`src/hdl/assembler_token_lexer_unit_macros.svh`:
```
// Assertion macros for the token lexer.
`ifndef ASSEMBLER_TOKEN_LEXER_UNIT_MACROS_SVH
`define ASSEMBLER_TOKEN_LEXER_UNIT_MACROS_SVH
// implication checked at every clock, off while in reset
`define ATL_ASSERT_IMP(lbl, ante, cons, msg) \
  lbl: assert property (@(posedge clk) disable iff (!rst_n) (ante) |-> (cons)) \
    else $error(msg);
// next-cycle implication, off while in reset
`define ATL_ASSERT_NXT(lbl, ante, cons, msg) \
  lbl: assert property (@(posedge clk) disable iff (!rst_n) (ante) |=> (cons)) \
    else $error(msg);
`endif

```
`src/hdl/atl_pkg.sv`:
```
// Shared types, constants and helper functions of the token lexer.
package atl_pkg;

  localparam int LOC_BITS = 16;
  localparam logic [LOC_BITS-1:0] LOC_MAX = {LOC_BITS{1'b1}};
  localparam int QDEPTH = 4;
  localparam int QPTR_BITS = 2;

  localparam logic [4:0] K_EOF = 5'd0;
  localparam logic [4:0] K_SYM = 5'd16;
  localparam logic [4:0] K_LIT = 5'd23;
  localparam logic [4:0] K_ERR = 5'd24;

  localparam logic [1:0] E_NONE = 2'd0;
  localparam logic [1:0] E_BYTE = 2'd1;
  localparam logic [1:0] E_WORD = 2'd2;
  localparam logic [1:0] E_OVF  = 2'd3;

  typedef enum logic [5:0] {
    M_IDLE    = 6'b000001,
    M_WORD    = 6'b000010,
    M_ZERO    = 6'b000100,
    M_DIGITS  = 6'b001000,
    M_COMMENT = 6'b010000,
    M_HALT    = 6'b100000
  } mode_t;

  typedef enum logic [1:0] {
    B_DEC = 2'd0,
    B_BIN = 2'd1,
    B_HEX = 2'd2
  } base_t;

  typedef struct packed {
    logic [4:0]          kind;
    logic [63:0]         value;
    logic [LOC_BITS-1:0] line;
    logic [LOC_BITS-1:0] column;
    logic [1:0]          err;
  } tok_t;

  // one queue entry: the tokens that one input word causes
  typedef struct packed {
    logic [1:0] cnt;
    tok_t       tok0;
    tok_t       tok1;
  } rec_t;

  function automatic logic [LOC_BITS-1:0] sat_add(input logic [LOC_BITS-1:0] v,
                                                  input logic [3:0] d);
    logic [LOC_BITS:0] s;
    s = {1'b0, v} + {{(LOC_BITS-3){1'b0}}, d};
    return s[LOC_BITS] ? LOC_MAX : s[LOC_BITS-1:0];
  endfunction

  // keyword number 1..15, 0 when no keyword matches
  function automatic logic [4:0] kw_kind(input logic [2:0] len, input logic [23:0] w);
    logic [4:0] k;
    k = 5'd0;
    if (len == 3'd3) begin
      unique case (w)
        "add":   k = 5'd1;
        "dec":   k = 5'd2;
        "div":   k = 5'd3;
        "inc":   k = 5'd4;
        "mov":   k = 5'd5;
        "mul":   k = 5'd6;
        "sub":   k = 5'd15;
        default: k = 5'd0;
      endcase
    end else if (len == 3'd2) begin
      unique case (w)
        {8'h00, "pc"}: k = 5'd7;
        {8'h00, "ra"}: k = 5'd8;
        {8'h00, "rb"}: k = 5'd9;
        {8'h00, "rc"}: k = 5'd10;
        {8'h00, "rx"}: k = 5'd11;
        {8'h00, "ry"}: k = 5'd12;
        {8'h00, "rz"}: k = 5'd13;
        {8'h00, "sp"}: k = 5'd14;
        default:       k = 5'd0;
      endcase
    end
    return k;
  endfunction

endpackage

```
`src/hdl/atl_front.sv`:
```
// Front end: scans each source byte and builds the tokens it causes.
module atl_front import atl_pkg::*; (
  input  logic        clk,
  input  logic        rst_n,
  input  logic        fire,
  input  logic [7:0]  ch,
  input  logic        is_end,
  output logic        push,
  output rec_t        rec
);

  mode_t               mode_r, mode_nxt;
  logic [23:0]         word_r, word_nxt;
  logic [2:0]          wlen_r, wlen_nxt;
  logic [63:0]         acc_r, acc_nxt;
  base_t               base_r, base_nxt;
  logic                ovf_r, ovf_nxt;
  logic [LOC_BITS-1:0] line_r, line_nxt, col_r, col_nxt;
  logic [LOC_BITS-1:0] sline_r, sline_nxt, scol_r, scol_nxt;

  // byte classes
  logic       c_ws, c_dig, c_alpha, c_word, c_semi, c_sym;
  logic [7:0] c_low;
  logic [2:0] sym_idx;
  logic [4:0] dval;
  logic       dok;
  logic [67:0] prod;

  // idle handling of the byte
  mode_t ib_mode;
  logic  ib_emit;
  tok_t  ib_tok;

  // finishing a pending word or literal
  logic  fin_emit, fin_halt;
  tok_t  fin_tok;
  logic  sec_emit;
  tok_t  sec_tok;
  logic  do_idle;
  logic [4:0] kw;

  always_comb begin
    c_ws    = (ch == 8'h09) || (ch == 8'h0A) || (ch == 8'h20);
    c_dig   = (ch >= "0") && (ch <= "9");
    c_alpha = ((ch >= "a") && (ch <= "z")) || ((ch >= "A") && (ch <= "Z"));
    c_word  = c_alpha || (ch == "_");
    c_semi  = (ch == ";");
    c_low   = ((ch >= "A") && (ch <= "Z")) ? ch + 8'd32 : ch;
    c_sym   = 1'b1;
    unique case (ch)
      "(":     sym_idx = 3'd0;
      ")":     sym_idx = 3'd1;
      ",":     sym_idx = 3'd2;
      "$":     sym_idx = 3'd3;
      ":":     sym_idx = 3'd4;
      "+":     sym_idx = 3'd5;
      "-":     sym_idx = 3'd6;
      default: begin
        sym_idx = 3'd0;
        c_sym   = 1'b0;
      end
    endcase
    // digit value in the current base
    if (c_dig) begin
      dval = {1'b0, ch[3:0]};
    end else if ((ch >= "a") && (ch <= "f")) begin
      dval = {1'b0, ch[3:0]} + 5'd9;
    end else if ((ch >= "A") && (ch <= "F")) begin
      dval = {1'b0, ch[3:0]} + 5'd9;
    end else begin
      dval = 5'd16;
    end
    unique case (base_r)
      B_BIN:   dok = dval < 5'd2;
      B_HEX:   dok = dval < 5'd16;
      default: dok = dval < 5'd10;
    endcase
    // acc * radix + digit by shifts; top bits flag overflow
    unique case (base_r)
      B_BIN:   prod = {3'b0, acc_r, 1'b0};
      B_HEX:   prod = {acc_r, 4'b0};
      default: prod = {1'b0, acc_r, 3'b0} + {3'b0, acc_r, 1'b0};
    endcase
    prod = prod + {64'd0, dval[3:0]};
  end

  // location counters after this word
  always_comb begin
    line_nxt = line_r;
    col_nxt  = col_r;
    if (!is_end && (ch == 8'h0A)) begin
      line_nxt = sat_add(line_r, 4'd1);
      col_nxt  = '0;
    end else begin
      col_nxt = sat_add(col_r, (!is_end && (ch == 8'h09)) ? 4'd8 : 4'd1);
    end
  end

  always_comb begin
    ib_tok        = '0;
    ib_tok.line   = line_nxt;
    ib_tok.column = col_nxt;
    ib_emit       = 1'b0;
    ib_mode       = M_IDLE;
    priority if (c_ws) begin
      ib_mode = M_IDLE;
    end else if (c_dig) begin
      ib_mode = (ch == "0") ? M_ZERO : M_DIGITS;
    end else if (c_word) begin
      ib_mode = M_WORD;
    end else if (c_semi) begin
      ib_mode = M_COMMENT;
    end else if (c_sym) begin
      ib_emit     = 1'b1;
      ib_tok.kind = K_SYM + {2'b0, sym_idx};
    end else begin
      ib_emit     = 1'b1;
      ib_tok.kind = K_ERR;
      ib_tok.err  = E_BYTE;
      ib_mode     = M_HALT;
    end
  end

  always_comb begin
    mode_nxt  = mode_r;
    word_nxt  = word_r;
    wlen_nxt  = wlen_r;
    acc_nxt   = acc_r;
    base_nxt  = base_r;
    ovf_nxt   = ovf_r;
    sline_nxt = sline_r;
    scol_nxt  = scol_r;
    fin_emit  = 1'b0;
    fin_halt  = 1'b0;
    fin_tok   = '0;
    fin_tok.line   = sline_r;
    fin_tok.column = scol_r;
    sec_emit  = 1'b0;
    sec_tok   = ib_tok;
    do_idle   = 1'b0;
    kw        = kw_kind(wlen_r, word_r);

    // a word or literal in progress, closed by this byte or by the end
    if (mode_r == M_WORD) begin
      if (kw != 5'd0) begin
        fin_tok.kind = kw;
      end else begin
        fin_tok.kind = K_ERR;
        fin_tok.err  = E_WORD;
        fin_halt     = 1'b1;
      end
    end else if (ovf_r) begin
      fin_tok.kind = K_ERR;
      fin_tok.err  = E_OVF;
      fin_halt     = 1'b1;
    end else begin
      fin_tok.kind  = K_LIT;
      fin_tok.value = acc_r;
    end

    if (mode_r == M_HALT) begin
      mode_nxt = M_HALT;
    end else if (is_end) begin
      fin_emit = (mode_r == M_WORD) || (mode_r == M_ZERO) || (mode_r == M_DIGITS);
      if (fin_emit && fin_halt) begin
        mode_nxt = M_HALT;
      end else begin
        mode_nxt       = M_IDLE;
        sline_nxt      = line_nxt;
        scol_nxt       = col_nxt;
        sec_emit       = 1'b1;
        sec_tok        = '0;
        sec_tok.kind   = K_EOF;
        sec_tok.line   = line_nxt;
        sec_tok.column = col_nxt;
      end
    end else begin
      unique case (mode_r)
        M_COMMENT: begin
          if (ch == 8'h0A) mode_nxt = M_IDLE;
        end
        M_WORD: begin
          if (c_word) begin
            if (wlen_r < 3'd3) begin
              word_nxt = {word_r[15:0], c_low};
              wlen_nxt = wlen_r + 3'd1;
            end else begin
              wlen_nxt = 3'd4;
            end
          end else begin
            fin_emit = 1'b1;
            if (fin_halt) mode_nxt = M_HALT;
            else do_idle = 1'b1;
          end
        end
        M_ZERO, M_DIGITS: begin
          if ((mode_r == M_ZERO) && ((ch == "b") || (ch == "x"))) begin
            base_nxt = (ch == "b") ? B_BIN : B_HEX;
            mode_nxt = M_DIGITS;
          end else if (dok) begin
            mode_nxt = M_DIGITS;
            if (!ovf_r) begin
              if (prod[67:64] != 4'd0) ovf_nxt = 1'b1;
              else acc_nxt = prod[63:0];
            end
          end else begin
            fin_emit = 1'b1;
            if (fin_halt) mode_nxt = M_HALT;
            else do_idle = 1'b1;
          end
        end
        default: do_idle = 1'b1;
      endcase

      if (do_idle) begin
        mode_nxt = ib_mode;
        sec_emit = ib_emit;
        if (!c_ws) begin
          sline_nxt = line_nxt;
          scol_nxt  = col_nxt;
        end
        if (c_dig) begin
          acc_nxt  = {60'd0, ch[3:0]};
          base_nxt = B_DEC;
          ovf_nxt  = 1'b0;
        end
        if (c_word && !c_dig) begin
          word_nxt = {16'd0, c_low};
          wlen_nxt = 3'd1;
        end
      end
    end

    rec = '0;
    if (fin_emit) begin
      rec.tok0 = fin_tok;
      rec.tok1 = sec_tok;
      rec.cnt  = sec_emit ? 2'd2 : 2'd1;
    end else begin
      rec.tok0 = sec_tok;
      rec.cnt  = sec_emit ? 2'd1 : 2'd0;
    end
  end

  assign push = fire && (rec.cnt != 2'd0);

  always_ff @(posedge clk) begin
    if (!rst_n) begin
      mode_r  <= M_IDLE;
      word_r  <= '0;
      wlen_r  <= '0;
      acc_r   <= '0;
      base_r  <= B_DEC;
      ovf_r   <= 1'b0;
      line_r  <= {{(LOC_BITS-1){1'b0}}, 1'b1};
      col_r   <= {{(LOC_BITS-1){1'b0}}, 1'b1};
      sline_r <= '0;
      scol_r  <= '0;
    end else if (fire && (mode_r != M_HALT)) begin
      mode_r  <= mode_nxt;
      word_r  <= word_nxt;
      wlen_r  <= wlen_nxt;
      acc_r   <= acc_nxt;
      base_r  <= base_nxt;
      ovf_r   <= ovf_nxt;
      line_r  <= line_nxt;
      col_r   <= col_nxt;
      sline_r <= sline_nxt;
      scol_r  <= scol_nxt;
    end
  end

endmodule

```
`src/hdl/atl_queue.sv`:
```
// Short FIFO of token records between front and back end.
module atl_queue import atl_pkg::*; (
  input  logic                 clk,
  input  logic                 rst_n,
  input  logic                 push,
  input  rec_t                 wr_rec,
  input  logic                 pop,
  output rec_t                 rd_rec,
  output logic                 empty,
  output logic                 full,
  output logic [QPTR_BITS:0]   count
);

  rec_t                 mem_r [QDEPTH];
  logic [QPTR_BITS-1:0] wp_r, rp_r;
  logic [QPTR_BITS:0]   cnt_r, cnt_nxt;

  assign empty  = (cnt_r == '0);
  assign full   = (cnt_r == QDEPTH[QPTR_BITS:0]);
  assign count  = cnt_r;
  assign rd_rec = mem_r[rp_r];

  always_comb begin
    cnt_nxt = cnt_r;
    if (push && !pop) cnt_nxt = cnt_r + 1'b1;
    if (pop && !push) cnt_nxt = cnt_r - 1'b1;
  end

  always_ff @(posedge clk) begin
    if (push) mem_r[wp_r] <= wr_rec;
  end

  always_ff @(posedge clk) begin
    if (!rst_n) begin
      wp_r  <= '0;
      rp_r  <= '0;
      cnt_r <= '0;
    end else begin
      if (push) wp_r <= wp_r + 1'b1;
      if (pop)  rp_r <= rp_r + 1'b1;
      cnt_r <= cnt_nxt;
    end
  end

endmodule

```
`src/hdl/atl_back.sv`:
```
// Back end: unpacks token records into single output words.
module atl_back import atl_pkg::*; (
  input  logic                clk,
  input  logic                rst_n,
  input  rec_t                head,
  input  logic                empty,
  output logic                pop,
  output logic                out_valid,
  input  logic                out_ready,
  output tok_t                out_tok,
  output logic                out_last
);

  logic sub_r, sub_nxt;
  logic valid_r, valid_nxt;
  tok_t tok_r;
  logic last_r;
  logic load, at_last;

  assign load    = !empty && (!valid_r || out_ready);
  assign at_last = (head.cnt == 2'd1) || sub_r;
  assign pop     = load && at_last;

  always_comb begin
    valid_nxt = valid_r;
    sub_nxt   = sub_r;
    if (load) begin
      valid_nxt = 1'b1;
      sub_nxt   = !at_last;
    end else if (out_ready) begin
      valid_nxt = 1'b0;
    end
  end

  always_ff @(posedge clk) begin
    if (load) begin
      tok_r  <= sub_r ? head.tok1 : head.tok0;
      last_r <= at_last;
    end
  end

  always_ff @(posedge clk) begin
    if (!rst_n) begin
      valid_r <= 1'b0;
      sub_r   <= 1'b0;
    end else begin
      valid_r <= valid_nxt;
      sub_r   <= sub_nxt;
    end
  end

  assign out_valid = valid_r;
  assign out_tok   = tok_r;
  assign out_last  = last_r;

endmodule

```
`src/hdl/assembler_token_lexer_unit.sv`:
```
// Top level of the assembler token lexer.
// Input channel in_*: one source byte per word (in_ch), or an end-of-source
//   marker (in_is_end). Output channel out_*: one token per word, out_last
//   set on the final token caused by an input word (at most two per word).
// Throughput: one input word per cycle while the queue is not full; a byte
//   that closes a literal or word and also yields a token gives two output
//   words through the single output register of the back end.
// An accepted byte's first token reaches out_* by a queue write at the
//   accepting edge, then an output register load.
// The front end scans bytes and writes token records into a 4-deep queue;
//   the back end drains it, so either side can stall on its own. in_ready
//   drops only while the queue is full.
// Receiver stall: the output word holds; the queue fills, then input stalls.
// Reset (rst_n, synchronous): lexer idle at line 1 column 1, queue empty,
//   output invalid, file number 0. After an error token the lexer halts:
//   it still takes input words but gives nothing until reset.
// cfg_we/cfg_wdata load the file number register at once.
`include "assembler_token_lexer_unit_macros.svh"
module assembler_token_lexer_unit import atl_pkg::*; (
  input  logic                clk,
  input  logic                rst_n,
  input  logic                cfg_we,
  input  logic [7:0]          cfg_wdata,
  input  logic                in_valid,
  output logic                in_ready,
  input  logic [7:0]          in_ch,
  input  logic                in_is_end,
  output logic                out_valid,
  input  logic                out_ready,
  output logic [4:0]          out_token_kind,
  output logic [63:0]         out_literal_value,
  output logic [LOC_BITS-1:0] out_token_line,
  output logic [LOC_BITS-1:0] out_token_column,
  output logic [1:0]          out_error_code,
  output logic                out_last
);

  logic [7:0] file_id_r;   // file number register; no output carries it

  logic                 fire, push, pop, q_empty, q_full;
  logic [QPTR_BITS:0]   q_count;
  rec_t                 wr_rec, head;
  tok_t                 tok;

  always_ff @(posedge clk) begin
    if (!rst_n) file_id_r <= '0;
    else if (cfg_we) file_id_r <= cfg_wdata;
  end

  assign in_ready = !q_full;
  assign fire     = in_valid && in_ready;

  atl_front u_front (
    .clk    (clk),
    .rst_n  (rst_n),
    .fire   (fire),
    .ch     (in_ch),
    .is_end (in_is_end),
    .push   (push),
    .rec    (wr_rec)
  );

  atl_queue u_queue (
    .clk    (clk),
    .rst_n  (rst_n),
    .push   (push),
    .wr_rec (wr_rec),
    .pop    (pop),
    .rd_rec (head),
    .empty  (q_empty),
    .full   (q_full),
    .count  (q_count)
  );

  atl_back u_back (
    .clk       (clk),
    .rst_n     (rst_n),
    .head      (head),
    .empty     (q_empty),
    .pop       (pop),
    .out_valid (out_valid),
    .out_ready (out_ready),
    .out_tok   (tok),
    .out_last  (out_last)
  );

  assign out_token_kind    = tok.kind;
  assign out_literal_value = tok.value;
  assign out_token_line    = tok.line;
  assign out_token_column  = tok.column;
  assign out_error_code    = tok.err;

  `ATL_ASSERT_IMP(a_ready_room, (q_count != QDEPTH[QPTR_BITS:0]), in_ready, "ready low with room")
  `ATL_ASSERT_IMP(a_err_code, out_valid, ((out_token_kind == K_ERR) == (out_error_code != E_NONE)), "error code mismatch")
  `ATL_ASSERT_IMP(a_lit_value, (out_valid && (out_token_kind != K_LIT)), (out_literal_value == 64'd0), "value on non-literal")
  `ATL_ASSERT_NXT(a_pop_space, (q_full && !pop), q_count == QDEPTH[QPTR_BITS:0], "queue lost entry")

endmodule
```
`config.mk`:
```
export PLATFORM = sky130hd
export DESIGN_NAME = assembler_token_lexer_unit
export DESIGN_NICKNAME = d
export VERILOG_FILES = /design/src/hdl/atl_pkg.sv /design/src/hdl/atl_front.sv /design/src/hdl/atl_queue.sv /design/src/hdl/atl_back.sv /design/src/hdl/assembler_token_lexer_unit.sv
export VERILOG_INCLUDE_DIRS = /design/src /design/src/hdl
export SDC_FILE = /design/constraint.sdc
export NUM_CORES = 1
export LEC_CHECK = 0
export ABC_AREA = 1
export BUFFER_PORTS_ARGS = -buffer_cell sky130_fd_sc_hd__buf_2
export CORE_ASPECT_RATIO = 0.9
export CORE_MARGIN = 4
export CORE_UTILIZATION = 40
export CTS_CLUSTER_SIZE = 40
export DETAILED_ROUTE_END_ITERATION = 8
export HOLD_SLACK_MARGIN = 0.05
export PLACE_DENSITY = 0.6
export RECOVER_POWER = 25
export SLEW_MARGIN = 10
export SYNTH_ARGS = -nofsm -noshare
export SYNTH_HDL_FRONTEND = slang
export SYNTH_SLANG_ARGS = --single-unit
export TNS_END_PERCENT = 50
```
`constraint.sdc`:
```
create_clock -name clk -period 16.6 [get_ports clk]
set_clock_uncertainty 0.1 [all_clocks]
set_input_delay 0 -clock clk [delete_from_list [all_inputs] [get_ports clk]]
set_output_delay 0 -clock clk [all_outputs]
set_load 0.005 [all_outputs]
```
==> impl_results.md <==
* Status: complete, but fails checks
* Failing checks: capacitance limit, slew limit
* I/O pins at 128
* Clk_lat worst skew at 0.70 ns
* GRT Overall Usage at 0.2219
* Clock tree buffer depth at 3
* Overall power at 6234 uW
* Compound-gate portion of the synthesized area at 0.1168
* Sequential power share at 0.458
* Comb pwr share at 0.210
* Final worst path period share at 0.6591
* Adder-Cell Fraction of Synth Area at 0.02554
* Register area share after synthesis at 0.5208
* Initial antenna violation count at 5
* Multiplexer share of the synthesized area at 0
* YS warnings at 0
* Routed Antenna Nets at 0
* Clk root buf: clkbuf_16
* Min cycle time layout at 10.94 ns
* Place WS at 9.508 ns
* XOR/XNOR share of the synthesized area at 0.01288
* Ys async rst share at 0
* Reg area at 23,690 sq um
* VDD IR-drop max at 94.84 uV
* Primary FF master, synth: edfxtp_1
* Synth unique cells at 58
* Synth Area in Simple Gates at 0.2421
* Starting Density at 0.4024
* TNS Setup at 0 ns
* Net count after synthesis at 5,691
* Sw Share at 0.3148
* Crit-path max FO at 117
* Vias in the first global route at 34,990
* First-pass GRT wire length at 206,300 um
* Req. time, crit path at 16.84 ns
* Layout cell share with drive strength beyond 1 at 0.06307
* Iter 0 DRT Violations at 3,565
* Hold/Removal Path Class: in -> reg
* Slowest-stage cell, CP: clkinvlp_2
* RSZ-0062 raised after global routing: no
* Cell Int Power at 4271 uW
* Crit path kind: reg -> reg
* Pre-Repair DR Iteration Count at 5
* Area of the multi-input gates at 18,110 sq um
* Area contributors post-synth: edfxtp_1 44%, nand2_1 9.6%, dfxtp_1 7.7%, nor2_1 7.7%, inv_1 5.6%
* Core box area at 113,000 sq um
* Mapped Cells at 5,578
* Syn avg cell area at 8.152 sq um
* Yosys top cell area share at 0.4438
* Delay-heaviest family, CP: buffers and inverters
* Setup Viol. Count Final at 0
* CP Launch Type: flop
* Clock power share at 0.332
* Row cnt at 117
* H-tree depth at 3
* Slew Viols, Final at 470
* Post-synth EDFFs at 672
* # diodes at 0
* Buf/Inv on CP at 3
* Slowest stage delay, CP at 4.41 ns
* Area leader, netlist: edfxtp_1
* I/O Buffers at 118
* Final Hold Vio Count at 0
* Drt drc at 0
* Max_slew headroom at -1.731
* Total number of vias at 37,700
* CTS Buf Count at 91
* Max frequency at 91.40 MHz
* Core Util, Final at 0.4467
* Measured slew at the worst slew-check pin at 4.096 ns
* Total wire length at 135,100 um
* NetSw at 1963 uW
* Flops & latches, synth at 847
* Fillers at 11,090
* Post-DP HPWL at 90,770 um
* Number of max-cap violations at 9
* Mapped cell area at 45,470 sq um
* CP Cell Sequence: clkbuf_1 > clkinvlp_2 > buf_4 > o21ai_0 > a21oi_1
* Setup ws final at 5.659 ns
* GPL Wtd Cong at 0.9912
* Area Overhead vs Synth at 11.01%
* Drt via density at 5.251
* WL/cell at 18.82 um
* Pwr Density at 123.5 nW/um^2
* CTS tree: done
* CTS sink count at 847
* Die area at 119,100 sq um
* Leak at 0.01997 uW
* Largest net degree at the start of global routing at 118
* Critical path capture point type: flop
* Global route total overflow at 0
* Clock slew at reported path FFs at 0.06 ns
* Die Y at 327.9 um
* Data arrival, critical path at 11.18 ns
* Largest family of logic cells by synthesized area: simple AND/OR/NAND/NOR gates
* Die width at 363.4 um
* Fin nets at 5,728
-- final timing paths --
check / slack (ns) / to / depth (start not counted) / from
worst max-delay path: 5.66 / u_back.out_tok[48] / 5 / flop
worst min register to register: 0.36 / flop / 2 / u_queue.rp_r[1]
worst min-delay path: 0.29 / u_front.mode_r[0] / 5 / in_is_end
worst max register to register: 5.66 / u_back.out_tok[48] / 5 / flop
-- Yosys cell counts (all sizes together) (4+ instances only) --
| cell type | count |
|---|---|
| nand2 | 1184 |
| nor2 | 957 |
| inv | 708 |
| edfxtp | 672 |
| o21ai | 510 |
| a21oi | 283 |
| nand3 | 272 |
| clkbuf | 181 |
| dfxtp | 175 |
| nor3 | 120 |
| ha | 88 |
| nand4 | 87 |
| buf | 59 |
| o22ai | 47 |
| xor2 | 45 |
| o221ai | 44 |
| a31oi | 42 |
| xnor2 | 21 |
| nor4 | 15 |
| o211ai | 15 |
| clkinv | 6 |
| or2 | 6 |
| o21bai | 5 |
| o31ai | 5 |
| o311ai | 4 |
-- tightest hold or removal path: cells and delay by family --
kind            cells  cell delay, ns
buf+inv             2            0.75
compound gates      1            0.08
simple gates        2            0.21
-- layout make-up --
type,count,area share
multi-input cells,3777,0.3589
well taps,1487,0.03686
clock inverters,48,0.01185
flip-flops and latches,847,0.4693
clock buffers,122,0.04962
repair buffers,184,0.02028
inverters,714,0.05322
-- layout by cell type (no fill, tap or decap), types with 103 or more instances in the layout --
cell / count
edfxtp_1: 672
nor3_1: 116
clkbuf_1: 103
nand2_1: 1157
inv_1: 670
nand3_1: 260
o21ai_0: 462
nor2_1: 924
dfxtp_1: 173
a21oi_1: 273
-- cell families after synthesis --
group                      count (synthesis)
AOI/OAI and AO/OA                        970
and+or+nand+nor                         2650
buffers and inverters                    954
adders and majority gates                 91
xor gates and xnor gates                  66
DFF                                      847
-- state kept, by name, indices dropped and copies added (netlist names), 3 cells and up, named ones only --
name and flops:
u_front.mode_r 6, u_queue.mem_r 568, u_front.line_r 16, u_back.out_tok 103
u_front.sline_r 16, u_front.acc_r 64, u_front.col_r 16, u_front.word_r 24
u_queue.count 3, u_front.scol_r 16, u_front.wlen_r 3
-- through the flow --
step | hold WS, ns | std cells | instance area, sq um
after detailed placement | 0.2770 | 6988 | 47320
after global routing | 0.3427 | 7179 | 50480
final | 0.2898 | 7179 | 50480
after global placement | 0.2752 | 6988 | 47320
after CTS | 0.2411 | 7179 | 50630
after floorplan | 0.06668 | 5578 | 45470
-- power groups by stage --
stage | clock (uW) | sequential (uW) | combinational [uW]
after floorplan | 0 | 2900 | 813
after global placement | 0 | 2880 | 1330
after detailed placement | 0 | 2880 | 1340
after CTS | 2110 | 2840 | 1350
after global routing | 2210 | 2890 | 1470
final | 2070 | 2860 | 1310
-- per-layer routing --
layer  share of wire  wire (um)  vias up  global-route usage
met5               0          0        -                   0
met1            0.48      64570    17710              0.3303
met2            0.43      58500     1192              0.3412
met4           0.018       2444        0             0.04689
li1                -          -    18620                   -
met3           0.071       9599      173             0.03605
-- repair_timing --
| action | in CTS | in global routing |
|---|---|---|
| hold endpoints to repair | 121 | 0 |
| hold buffers | 21 | 0 |
| resized for setup | 0 | 0 |
| buffers inserted | 0 | 0 |
No activity file was read; power rests on OpenSTA's default activity.
